--- config.mk ---
export PLATFORM = sky130hd
export DESIGN_NAME = i2c_master_register_access
export DESIGN_NICKNAME = d
export VERILOG_FILES = /design/src/rtl/core/i2cm_pkg.sv /design/src/rtl/core/i2c_master_register_access.sv
export SDC_FILE = /design/constraint.sdc
export NUM_CORES = 1
export LEC_CHECK = 0
export BUFFER_PORTS_ARGS = -buffer_cell sky130_fd_sc_hd__buf_2
export CAP_MARGIN = 10
export CORE_MARGIN = 5
export CORE_UTILIZATION = 53
export CTS_CLUSTER_DIAMETER = 120
export DETAILED_ROUTE_END_ITERATION = 6
export MAX_ROUTING_LAYER = met4
export PLACE_DENSITY = 0.81
export SLEW_MARGIN = 0
export SYNTH_ARGS = -nofsm -noshare
export SYNTH_HDL_FRONTEND = slang
export SYNTH_SLANG_ARGS = --single-unit
--- constraint.sdc ---
create_clock -name aclk -period 4.5 [get_ports aclk]
set_input_delay 0.225 -clock aclk [delete_from_list [all_inputs] [get_ports aclk]]
set_output_delay 0.225 -clock aclk [all_outputs]
set_load 0.005 [all_outputs]
--- src/rtl/core/i2cm_pkg.sv ---
// ----------------------------------------------------------------------------
// i2cm_pkg
// Types and constants for the I2C register-access master sequencer.
// ----------------------------------------------------------------------------
package i2cm_pkg;

    localparam logic [1:0] ACT_TICK  = 2'd0;
    localparam logic [1:0] ACT_WRITE = 2'd1;
    localparam logic [1:0] ACT_READ  = 2'd2;

    localparam logic [7:0] ADDR_READ_BIT = 8'h01;

    typedef enum logic [4:0] {
        ST_IDLE     = 5'd0,
        ST_START0   = 5'd1,
        ST_START1   = 5'd2,
        ST_START2   = 5'd3,
        ST_TX_SET   = 5'd4,
        ST_TX_HIGH  = 5'd5,
        ST_TX_LOW   = 5'd6,
        ST_ACK_REL  = 5'd7,
        ST_ACK_HIGH = 5'd8,
        ST_ACK_LOW  = 5'd9,
        ST_RX_REL   = 5'd10,
        ST_RX_HIGH  = 5'd11,
        ST_RX_LOW   = 5'd12,
        ST_RX_DRIVE = 5'd13,
        ST_MA_SET   = 5'd14,
        ST_MA_HIGH  = 5'd15,
        ST_MA_LOW   = 5'd16,
        ST_STOP     = 5'd17
    } step_t;

    typedef enum logic [1:0] {
        STG_ADDR  = 2'd0,
        STG_REG   = 2'd1,
        STG_DATA  = 2'd2,
        STG_RADDR = 2'd3
    } stage_t;

    typedef struct packed {
        logic scl;
        logic sda;
        logic drv;
    } lines_t;

    localparam lines_t LINES_REST = '{scl: 1'b1, sda: 1'b1, drv: 1'b1};
    localparam lines_t LINES_NACK = '{scl: 1'b0, sda: 1'b1, drv: 1'b1};

    typedef struct packed {
        logic       busy;
        logic       success;
        logic       done;
        logic       read_valid;
        logic [7:0] read_byte;
        logic       sda_drive;
        logic       sda_level;
        logic       scl_level;
    } result_t;

endpackage

--- src/rtl/core/i2c_master_register_access.sv ---
// ----------------------------------------------------------------------------
// i2c_master_register_access
// I2C master for register writes and reads, stepped by one tick word per cycle.
// ----------------------------------------------------------------------------
// a result word is registered as its input word is taken
// throughput: one word per cycle while no result waits on m_tready
// s_tready is low while a result waits on m_tready; a new word enters with its take
// reset: synchronous active-low aresetn; sequencer idle, bus resting at
// scl high, sda high driven, ticks_per_delay back to 1
module i2c_master_register_access (
    input  logic        aclk,
    input  logic        aresetn,
    input  logic        cfg_wr_en,
    input  logic [9:0]  cfg_wr_data,
    input  logic        s_tvalid,
    output logic        s_tready,
    // device_address, register_address, write_data, read_count, sda_in, pad
    input  logic [39:0] s_tdata,
    // action
    input  logic [1:0]  s_tuser,
    output logic        m_tvalid,
    input  logic        m_tready,
    // scl_level, sda_level, sda_drive, read_byte, read_valid, done_res,
    // success, busy_res, pad
    output logic [15:0] m_tdata
);

    logic [9:0]              ticks_reg;
    i2cm_pkg::step_t         step_reg, step_next;
    logic [9:0]              phase_reg, phase_next;
    logic [2:0]              bit_reg, bit_next;
    logic [7:0]              shift_reg, shift_next;
    logic [7:0]              left_reg, left_next;
    logic [7:0]              dev_reg, dev_next;
    logic [7:0]              regaddr_reg, regaddr_next;
    logic [7:0]              wdata_reg, wdata_next;
    logic                    rd_reg, rd_next;
    i2cm_pkg::lines_t        lines_reg, lines_next;
    i2cm_pkg::stage_t        stage_reg, stage_next;
    logic                    nack_reg, nack_next;
    i2cm_pkg::result_t       res_reg, res_next;
    logic                    m_valid_reg;

    logic                    accept;
    logic [1:0]              action;
    logic                    sda_in;
    logic [9:0]              limit;
    logic [9:0]              phase_inc;
    i2cm_pkg::lines_t        lv;
    logic                    last_byte;

    assign action   = s_tuser;
    assign sda_in   = s_tdata[32];
    assign s_tready = !m_valid_reg || m_tready;
    assign accept   = s_tvalid && s_tready;
    assign m_tvalid = m_valid_reg;
    assign m_tdata  = {1'b0, res_reg};
    assign limit    = (ticks_reg == 10'd0) ? 10'd1 : ticks_reg;

    always_comb begin
        step_next    = step_reg;
        phase_next   = phase_reg;
        bit_next     = bit_reg;
        shift_next   = shift_reg;
        left_next    = left_reg;
        dev_next     = dev_reg;
        regaddr_next = regaddr_reg;
        wdata_next   = wdata_reg;
        rd_next      = rd_reg;
        lines_next   = lines_reg;
        stage_next   = stage_reg;
        nack_next    = nack_reg;
        res_next     = '0;
        lv           = lines_reg;
        phase_inc    = '0;
        last_byte    = 1'b0;

        // command start
        if (step_reg == i2cm_pkg::ST_IDLE &&
            (action == i2cm_pkg::ACT_WRITE || action == i2cm_pkg::ACT_READ)) begin
            dev_next     = s_tdata[7:0];
            regaddr_next = s_tdata[15:8];
            wdata_next   = s_tdata[23:16];
            rd_next      = (action == i2cm_pkg::ACT_READ);
            left_next    = (s_tdata[31:24] == 8'd0) ? 8'd1 : s_tdata[31:24];
            stage_next   = i2cm_pkg::STG_ADDR;
            nack_next    = 1'b0;
            phase_next   = '0;
            bit_next     = '0;
            shift_next   = '0;
            step_next    = i2cm_pkg::ST_START0;
        end

        if (step_next != i2cm_pkg::ST_IDLE) begin
            res_next.busy = 1'b1;
            last_byte     = !(left_next > 8'd1);
            unique case (step_next)
                i2cm_pkg::ST_START0:   lv = '{1'b1, 1'b1, 1'b1};
                i2cm_pkg::ST_START1:   lv = '{1'b1, 1'b0, 1'b1};
                i2cm_pkg::ST_START2:   lv = '{1'b0, 1'b0, 1'b1};
                i2cm_pkg::ST_TX_SET:   lv = '{1'b0, shift_next[7], 1'b1};
                i2cm_pkg::ST_TX_HIGH:  lv = '{1'b1, shift_next[7], 1'b1};
                i2cm_pkg::ST_TX_LOW:   lv = '{1'b0, (bit_next == 3'd7) | shift_next[7], 1'b1};
                i2cm_pkg::ST_ACK_REL:  lv = '{1'b0, 1'b1, 1'b0};
                i2cm_pkg::ST_ACK_HIGH: lv = '{1'b1, 1'b1, 1'b0};
                i2cm_pkg::ST_ACK_LOW:  lv = '{1'b0, 1'b1, 1'b1};
                i2cm_pkg::ST_RX_REL:   lv = '{1'b0, 1'b1, 1'b0};
                i2cm_pkg::ST_RX_HIGH:  lv = '{1'b1, 1'b1, 1'b0};
                i2cm_pkg::ST_RX_LOW:   lv = '{1'b0, 1'b1, 1'b0};
                i2cm_pkg::ST_RX_DRIVE: lv = '{1'b0, 1'b1, 1'b1};
                i2cm_pkg::ST_MA_SET:   lv = '{1'b0, last_byte, 1'b1};
                i2cm_pkg::ST_MA_HIGH:  lv = '{1'b1, last_byte, 1'b1};
                i2cm_pkg::ST_MA_LOW:   lv = '{1'b0, last_byte, 1'b1};
                i2cm_pkg::ST_STOP:     lv = '{1'b1, 1'b0, 1'b1};
                default:               lv = lines_reg;
            endcase
            lines_next = lv;
            phase_inc  = phase_next + 10'd1;
            phase_next = phase_inc;

            if (phase_inc >= limit) begin
                phase_next = '0;
                unique case (step_next)
                    i2cm_pkg::ST_START0: step_next = i2cm_pkg::ST_START1;
                    i2cm_pkg::ST_START1: step_next = i2cm_pkg::ST_START2;
                    i2cm_pkg::ST_START2: begin
                        shift_next = (stage_next == i2cm_pkg::STG_RADDR) ?
                                     (dev_next | i2cm_pkg::ADDR_READ_BIT) : dev_next;
                        bit_next   = '0;
                        step_next  = i2cm_pkg::ST_TX_SET;
                    end
                    i2cm_pkg::ST_TX_SET:  step_next = i2cm_pkg::ST_TX_HIGH;
                    i2cm_pkg::ST_TX_HIGH: step_next = i2cm_pkg::ST_TX_LOW;
                    i2cm_pkg::ST_TX_LOW: begin
                        shift_next = {shift_next[6:0], 1'b0};
                        if (bit_next == 3'd7) begin
                            step_next = i2cm_pkg::ST_ACK_REL;
                        end else begin
                            bit_next  = bit_next + 3'd1;
                            step_next = i2cm_pkg::ST_TX_SET;
                        end
                    end
                    i2cm_pkg::ST_ACK_REL: step_next = i2cm_pkg::ST_ACK_HIGH;
                    i2cm_pkg::ST_ACK_HIGH: begin
                        nack_next = sda_in;
                        step_next = i2cm_pkg::ST_ACK_LOW;
                    end
                    i2cm_pkg::ST_ACK_LOW: begin
                        if (nack_next) begin
                            res_next.done = 1'b1;
                            lines_next    = i2cm_pkg::LINES_NACK;
                            step_next     = i2cm_pkg::ST_IDLE;
                        end else begin
                            unique case (stage_next)
                                i2cm_pkg::STG_ADDR: begin
                                    stage_next = i2cm_pkg::STG_REG;
                                    shift_next = regaddr_next;
                                    bit_next   = '0;
                                    step_next  = i2cm_pkg::ST_TX_SET;
                                end
                                i2cm_pkg::STG_REG: begin
                                    if (rd_next) begin
                                        stage_next = i2cm_pkg::STG_RADDR;
                                        step_next  = i2cm_pkg::ST_START0;
                                    end else begin
                                        stage_next = i2cm_pkg::STG_DATA;
                                        shift_next = wdata_next;
                                        bit_next   = '0;
                                        step_next  = i2cm_pkg::ST_TX_SET;
                                    end
                                end
                                i2cm_pkg::STG_DATA: step_next = i2cm_pkg::ST_STOP;
                                default: begin
                                    bit_next   = '0;
                                    shift_next = '0;
                                    step_next  = i2cm_pkg::ST_RX_REL;
                                end
                            endcase
                        end
                    end
                    i2cm_pkg::ST_RX_REL: step_next = i2cm_pkg::ST_RX_HIGH;
                    i2cm_pkg::ST_RX_HIGH: begin
                        shift_next = {shift_next[6:0], sda_in};
                        if (bit_next == 3'd7) begin
                            res_next.read_byte  = shift_next;
                            res_next.read_valid = 1'b1;
                        end
                        step_next = i2cm_pkg::ST_RX_LOW;
                    end
                    i2cm_pkg::ST_RX_LOW: begin
                        if (bit_next == 3'd7) begin
                            step_next = i2cm_pkg::ST_RX_DRIVE;
                        end else begin
                            bit_next  = bit_next + 3'd1;
                            step_next = i2cm_pkg::ST_RX_HIGH;
                        end
                    end
                    i2cm_pkg::ST_RX_DRIVE: step_next = i2cm_pkg::ST_MA_SET;
                    i2cm_pkg::ST_MA_SET:   step_next = i2cm_pkg::ST_MA_HIGH;
                    i2cm_pkg::ST_MA_HIGH:  step_next = i2cm_pkg::ST_MA_LOW;
                    i2cm_pkg::ST_MA_LOW: begin
                        if (!last_byte) begin
                            left_next  = left_next - 8'd1;
                            bit_next   = '0;
                            shift_next = '0;
                            step_next  = i2cm_pkg::ST_RX_REL;
                        end else begin
                            step_next = i2cm_pkg::ST_STOP;
                        end
                    end
                    i2cm_pkg::ST_STOP: begin
                        res_next.done    = 1'b1;
                        res_next.success = 1'b1;
                        lines_next       = i2cm_pkg::LINES_REST;
                        step_next        = i2cm_pkg::ST_IDLE;
                    end
                    default: step_next = i2cm_pkg::ST_IDLE;
                endcase
            end
        end

        res_next.scl_level = lv.scl;
        res_next.sda_level = lv.sda;
        res_next.sda_drive = lv.drv;
    end

    always_ff @(posedge aclk) begin
        if (!aresetn) begin
            ticks_reg   <= 10'd1;
            step_reg    <= i2cm_pkg::ST_IDLE;
            phase_reg   <= '0;
            bit_reg     <= '0;
            shift_reg   <= '0;
            left_reg    <= '0;
            dev_reg     <= '0;
            regaddr_reg <= '0;
            wdata_reg   <= '0;
            rd_reg      <= 1'b0;
            lines_reg   <= i2cm_pkg::LINES_REST;
            stage_reg   <= i2cm_pkg::STG_ADDR;
            nack_reg    <= 1'b0;
            m_valid_reg <= 1'b0;
        end else begin
            if (cfg_wr_en) begin
                ticks_reg <= cfg_wr_data;
            end
            if (accept) begin
                step_reg    <= step_next;
                phase_reg   <= phase_next;
                bit_reg     <= bit_next;
                shift_reg   <= shift_next;
                left_reg    <= left_next;
                dev_reg     <= dev_next;
                regaddr_reg <= regaddr_next;
                wdata_reg   <= wdata_next;
                rd_reg      <= rd_next;
                lines_reg   <= lines_next;
                stage_reg   <= stage_next;
                nack_reg    <= nack_next;
                m_valid_reg <= 1'b1;
            end else if (m_tready) begin
                m_valid_reg <= 1'b0;
            end
        end
    end

    always_ff @(posedge aclk) begin
        if (accept) begin
            res_reg <= res_next;
        end
    end

    a_done_goes_idle: assert property (@(posedge aclk) disable iff (!aresetn)
        (accept && res_next.done) |=> (step_reg == i2cm_pkg::ST_IDLE))
        else $error("sequencer not idle after done");

    a_idle_phase_clear: assert property (@(posedge aclk) disable iff (!aresetn)
        (step_reg == i2cm_pkg::ST_IDLE) |-> (phase_reg == 10'd0))
        else $error("phase count not cleared while idle");

    a_bytes_left_nonzero: assert property (@(posedge aclk) disable iff (!aresetn)
        (step_reg != i2cm_pkg::ST_IDLE) |-> (left_reg != 8'd0))
        else $error("byte count reached zero in a transaction");

    a_result_flags: assert property (@(posedge aclk) disable iff (!aresetn)
        m_valid_reg |-> (!(res_reg.read_valid && res_reg.done) &&
                         (!res_reg.success || res_reg.done) &&
                         (!res_reg.done || res_reg.busy)))
        else $error("inconsistent result flags");

endmodule
* Word level (Yosys, flattened, before mapping)
Index checks and enable logic that the tools add are counted.
** Word-level totals
- Output and inout bits :: 18
- Register bits after elaboration :: 91
** Cells by class
- Muxes and demuxes :: 67
- Bitwise gates (word level) :: 1
- Magnitude comparators :: 2
- Add/sub/neg operators :: 3
- Reduce and logical (&&, ||, !) cells :: 22
- Equality and inequality tests :: 23
** Operators with widths (count)
- 2-to-1 mux 8 bit :: 15
- one-hot mux 5 bit (16 select lines) :: 1
- == test 5 x 4 -> 1 bit (second input constant) :: 8
- 2-to-1 mux 10 bit :: 4
- one-hot mux 8 bit (5 select lines) :: 1
- 2-to-1 mux 3 bit :: 12
- one-hot mux 3 bit (11 select lines) :: 1
- 2-to-1 mux 5 bit :: 5
- one-hot mux 8 bit (3 select lines) :: 1
- == test 5 x 3 -> 1 bit (second input constant) :: 4
- 2-to-1 mux 9 bit :: 2
- one-hot mux 5 bit (3 select lines) :: 1
- 2-to-1 mux 12 bit :: 1
- 2-to-1 mux 2 bit :: 6
- one-hot mux 3 bit (2 select lines) :: 2
- one-hot mux 3 bit (4 select lines) :: 1
- 2-to-1 mux 1 bit :: 11
- 2-to-1 mux 11 bit :: 1
- adder 10 x 1 -> 10 bit (second input constant) :: 1
- == test 5 x 2 -> 1 bit (second input constant) :: 2
- == test 5 bit (second input constant) :: 2
- >= comparator 10 bit :: 1
- zero test 10 bit :: 1
- OR reduction 2 bit :: 5
- other kinds (22) :: 29

* Longest topological paths before layout
- Word-level depth :: 10
- Depth in mapped cells :: 21

* Worst setup path after synthesis
OpenSTA, ideal clock, no wires.
- Path type :: in2reg
- From :: input port s_tuser[0]
- To :: register shift_reg[6]
- Cell stages on the path :: 19
- Path buffers :: 3
- Arrival :: 4.155 ns
- Setup slack :: 0.211 ns
- Setup time :: 0.134 ns
- Cells stage by stage :: inv_1 ha_1 nor3_1 nand2_1 clkbuf_1 clkbuf_1 clkbuf_1 and2_1 ha_1 nand3_1 or3_1 a21oi_1 ha_1 a2111oi_0 and4b_1 or2_2 or4_1 nand3_2 o221ai_1
** On the way
- Word-level cells in the longest chain between the ends :: 10
** Ends and longest elaborated chain
- start, declared :: line i2c_master_register_access.sv:20 : input logic [1:0] s_tuser,
- parallel branches: the longest is 9 deep, another holds adder 10 x 1 -> 10 bit
- 2-to-1 mux 8 bit * :: line i2c_master_register_access.sv:94 : if (step_next != i2cm_pkg::ST_IDLE) begin
- end signal, assigned :: line i2c_master_register_access.sv:251 : shift_reg <= shift_next;
- end, declared :: line i2c_master_register_access.sv:32 : logic [7:0] shift_reg, shift_next;
Every way passes the cells marked *.
A chain may end at the register's enable or synchronous reset.

* Worst setup path after layout
- From :: register step_reg[0]
- To :: register shift_reg[6]
** On the way
- Word-level cells in the longest chain between the ends :: 9
** Ends and longest elaborated chain
- start, declared :: line i2c_master_register_access.sv:29 : i2cm_pkg::step_t step_reg, step_next;
- start signal, assigned :: line i2c_master_register_access.sv:230 : step_reg <= i2cm_pkg::ST_IDLE;
- start signal, assigned :: line i2c_master_register_access.sv:248 : step_reg <= step_next;
- parallel branches: the longest is 8 deep, another holds adder 10 x 1 -> 10 bit
- 2-to-1 mux 8 bit * :: line i2c_master_register_access.sv:94
Marked as above.

==> flow_summary.yaml <==
global_routing:
  grt_max_degree: 37
  grt_pass1_wl_microns: 24820
  antenna_found_initial: 0
  grt-ovfl-total: 0
  grtUsageTotal_pct: 24.36
  first_global_vias: 5210
clock_network:
  root_buffer: "clkbuf_8"
  clock-sinks: 91
  cts_buffers: 9
  cts_buffer_depth: 2
  cts_setup_buffers: 0
  tritoncts: "yes"
  postCtsHoldBufs: 0
  post_cts_resize_count: 0
  htree_levels: 3
  clk_pin_slew_worst_paths_ns: 0.08
  clk_latency_ns: 0.36
timing:
  max_slew_margin_pct: 36.58
  maxClockFrequency_ghz: 0.2487
  timing.setup.tns_ns: 0
  hold_viol: 0
  hold_ws_ns: 0.07816
  min_period_ns: 4.021
  rsz0062_at_grt: "no"
  skew_ns: 0.008258
  period_share_pct: 89.36
  final_max_slew_viol_count: 0
  setup_violations: 0
  tightestPinTransition_ns: 0.9490
power:
  vdd_ir_drop_max_mv: 0.1606
  switchingPower_uw: 523.8
  p_int_mw: 1.217
  seq_power_share_pct: 50.9
  clkPwrFrac_pct: 29.4
  comb_power_share_pct: 19.7
  p_sw_share_pct: 30.09
  leakage_nw: 2.331
  p_per_area_nw_per_um2: 287.5
worst_setup_path:
  cp-end-kind: "flip-flop"
  crit_buf_inv: 0
  cp_max_fo: 9
  critPathRequiredTime_ns: 4.77
  crit_type: "flip-flop to flip-flop"
  worstPathCellList: "nor3_1 -> nand2_1 -> and2_1 -> ha_1 -> nand3_1 -> xor2_1 -> nor2_1 -> ha_1 -> nor3_1 -> o21ai_0 -> and3_1 -> nand2b_1 -> nor3_2 -> nand2_1 -> o221ai_1"
  crit_arrival_ns: 4.30
  r2r_setup_slack_ns: 0.48
  cp_top_family: "simple AND/OR/NAND/NOR gates"
  cp_slowest_stage_delay_ns: 0.57
  crit_slowest_cell: "nor3_2"
  start_kind: "flip-flop"
floorplan:
  rows: 37
  die_area_sq_um: 12450
  die_w_microns: 111.6
  initial_core_util_pct: 53.69
  core-area_sq_um: 10180
  die_h_microns: 111.6
  io_pins: 75
cells_and_area:
  antenna_cells: 0
  finalNetCount: 824
  regArea_sq_um: 1972
  drive_gt1_share_pct: 15.73
  largest_reg_flops: 15
  final_core_util_pct: 59.46
  fillers: 948
  area_growth_pct: 10.76
  multi_input_area_sq_um: 3184
detailed_routing:
  dr_total_vias: 5445
  drc: 0
  wl_microns: 14790
  detail_route.first_pass.iterations: 6
  ant_nets: 0
  via_per_inst: 6.146
  wire_per_inst_microns: 16.70
  drtIter0Drc: 475
synth:
  async_flop_share_pct: 0
  netlist_area_sq_um: 5468
  synth.distinct_cells: 77
  yosys_warnings: 0
  syn_nets: 775
  avgSynthCellArea_sq_um: 7.845
  synth-seq-cells: 91
  synth_edf_count: 15
  synthCells: 697
  synth-seq-area-share_pct: 36.06
  synth-main-ff-cell: "dfxtp_1"
min_path:
  hold_class: "primary input to flip-flop"
flow_run:
  cap_violations: 0
placed_design:
  dp_hpwl_microns: 10860
  gp_congestion: 0.9390
  port_buffers: 66
status:
  outcome: "finished clean"
[power by group through the flow]
stage	clock network (mW)	logic [mW]	registers, mW
4_1_cts	0.519	0.338	0.886
3_3_place_gp	0	0.329	0.903
6_report	0.513	0.343	0.886
2_1_floorplan	0	0.236	0.901
3_5_place_dp	0	0.337	0.905
5_1_grt	0.556	0.378	0.891
[logic make-up (layout without fill, tap and decap cells)]
group,after synthesis,after routing,synth area share [%]
AND/OR/NAND/NOR,277,277,24.03
AO/OA/AOI/OAI,207,207,24.85
flip-flops,91,91,36.06
buffers and inverters,75,128,5.812
adder cells (fa/ha/maj),21,21,4.805
multiplexers,16,16,2.929
XOR/XNOR,9,9,1.442
other,1,1,0.06858
[area by class of cell]
type                       count  share of cell area [%]
clock buffer                  12                   2.562
clock inverter                 3                  0.2479
inverter                      33                   2.045
multi-input combinational    531                   52.58
sequential                    91                   32.56
tap                          136                   2.810
timing repair buffer          80                   7.190
[worst register-to-register path: cells and delay by family (launching register included)]
family	cells	cell delay, ns
and+or+nand+nor	10	2.40
adders and majority gates	2	0.53
AOI/OAI and AO/OA	2	0.50
xor gates and xnor gates	1	0.17
DFF	1	0.34
[synthesized netlist by cell type (9+ instances only)]
cell type  instances  share of area, %
ha_1              21               4.8
clkbuf_1          26               1.8
o21ai_0           32               2.9
nand2_1          124               8.5
a22oi_1            9               1.2
mux2i_1           16               2.9
nor2_1            50               3.4
dfxtp_1           76                28
nor4_1            10               1.1
a21oi_1           79               7.2
edfxtp_1          15               8.2
nand3_1           21               1.9
inv_1             28               1.9
nor3_1            12               1.1
[routing by layer]
layer	up-vias	track usage, %	wire length [microns]
met5	-	-	0
met4	0	7.705	245
li1	2616	-	-
met3	30	5.054	1167
met2	238	37.80	6814
met1	2561	32.03	6564
[metrics by stage]
step	cell area (sq um)	cells	setup slack, ns	power [mW]
3_3_place_gp	5886	871	0.3591	1.232
4_1_cts	6056	886	0.5764	1.743
3_5_place_dp	5886	871	0.3161	1.241
5_1_grt	6056	886	0.1321	1.825
6_report	6056	886	0.4788	1.741
2_1_floorplan	5468	697	0.2114	1.137
[final timing paths]
path	from	endpoint	cells after the start
max	step_reg[0]	shift_reg[6]	15
min reg2reg	regaddr_reg[7]	regaddr_reg[7]	2
min	cfg_wr_data[0]	ticks_reg[0]	3
max reg2reg	step_reg[0]	shift_reg[6]	15
[layout by cell type, fill, tap and decap left out, types with 7 or more instances in the layout]
| master | n |
|---|---|
| inv_1 | 28 |
| clkbuf_8 | 11 |
| a22oi_1 | 9 |
| or3_1 | 8 |
| o21ai_0 | 32 |
| a221oi_1 | 7 |
| nor2_1 | 50 |
| nand3_1 | 21 |
| buf_2 | 66 |
| dfxtp_1 | 76 |
| a21oi_1 | 79 |
| ha_1 | 21 |
| edfxtp_1 | 15 |
| nor4_1 | 10 |
| and3_1 | 7 |
| a31oi_1 | 8 |
| nor3_1 | 12 |
| nand2_1 | 124 |
| buf_4 | 14 |
| mux2i_1 | 16 |
| o221ai_1 | 8 |
(Power assumes the default switching activity.)
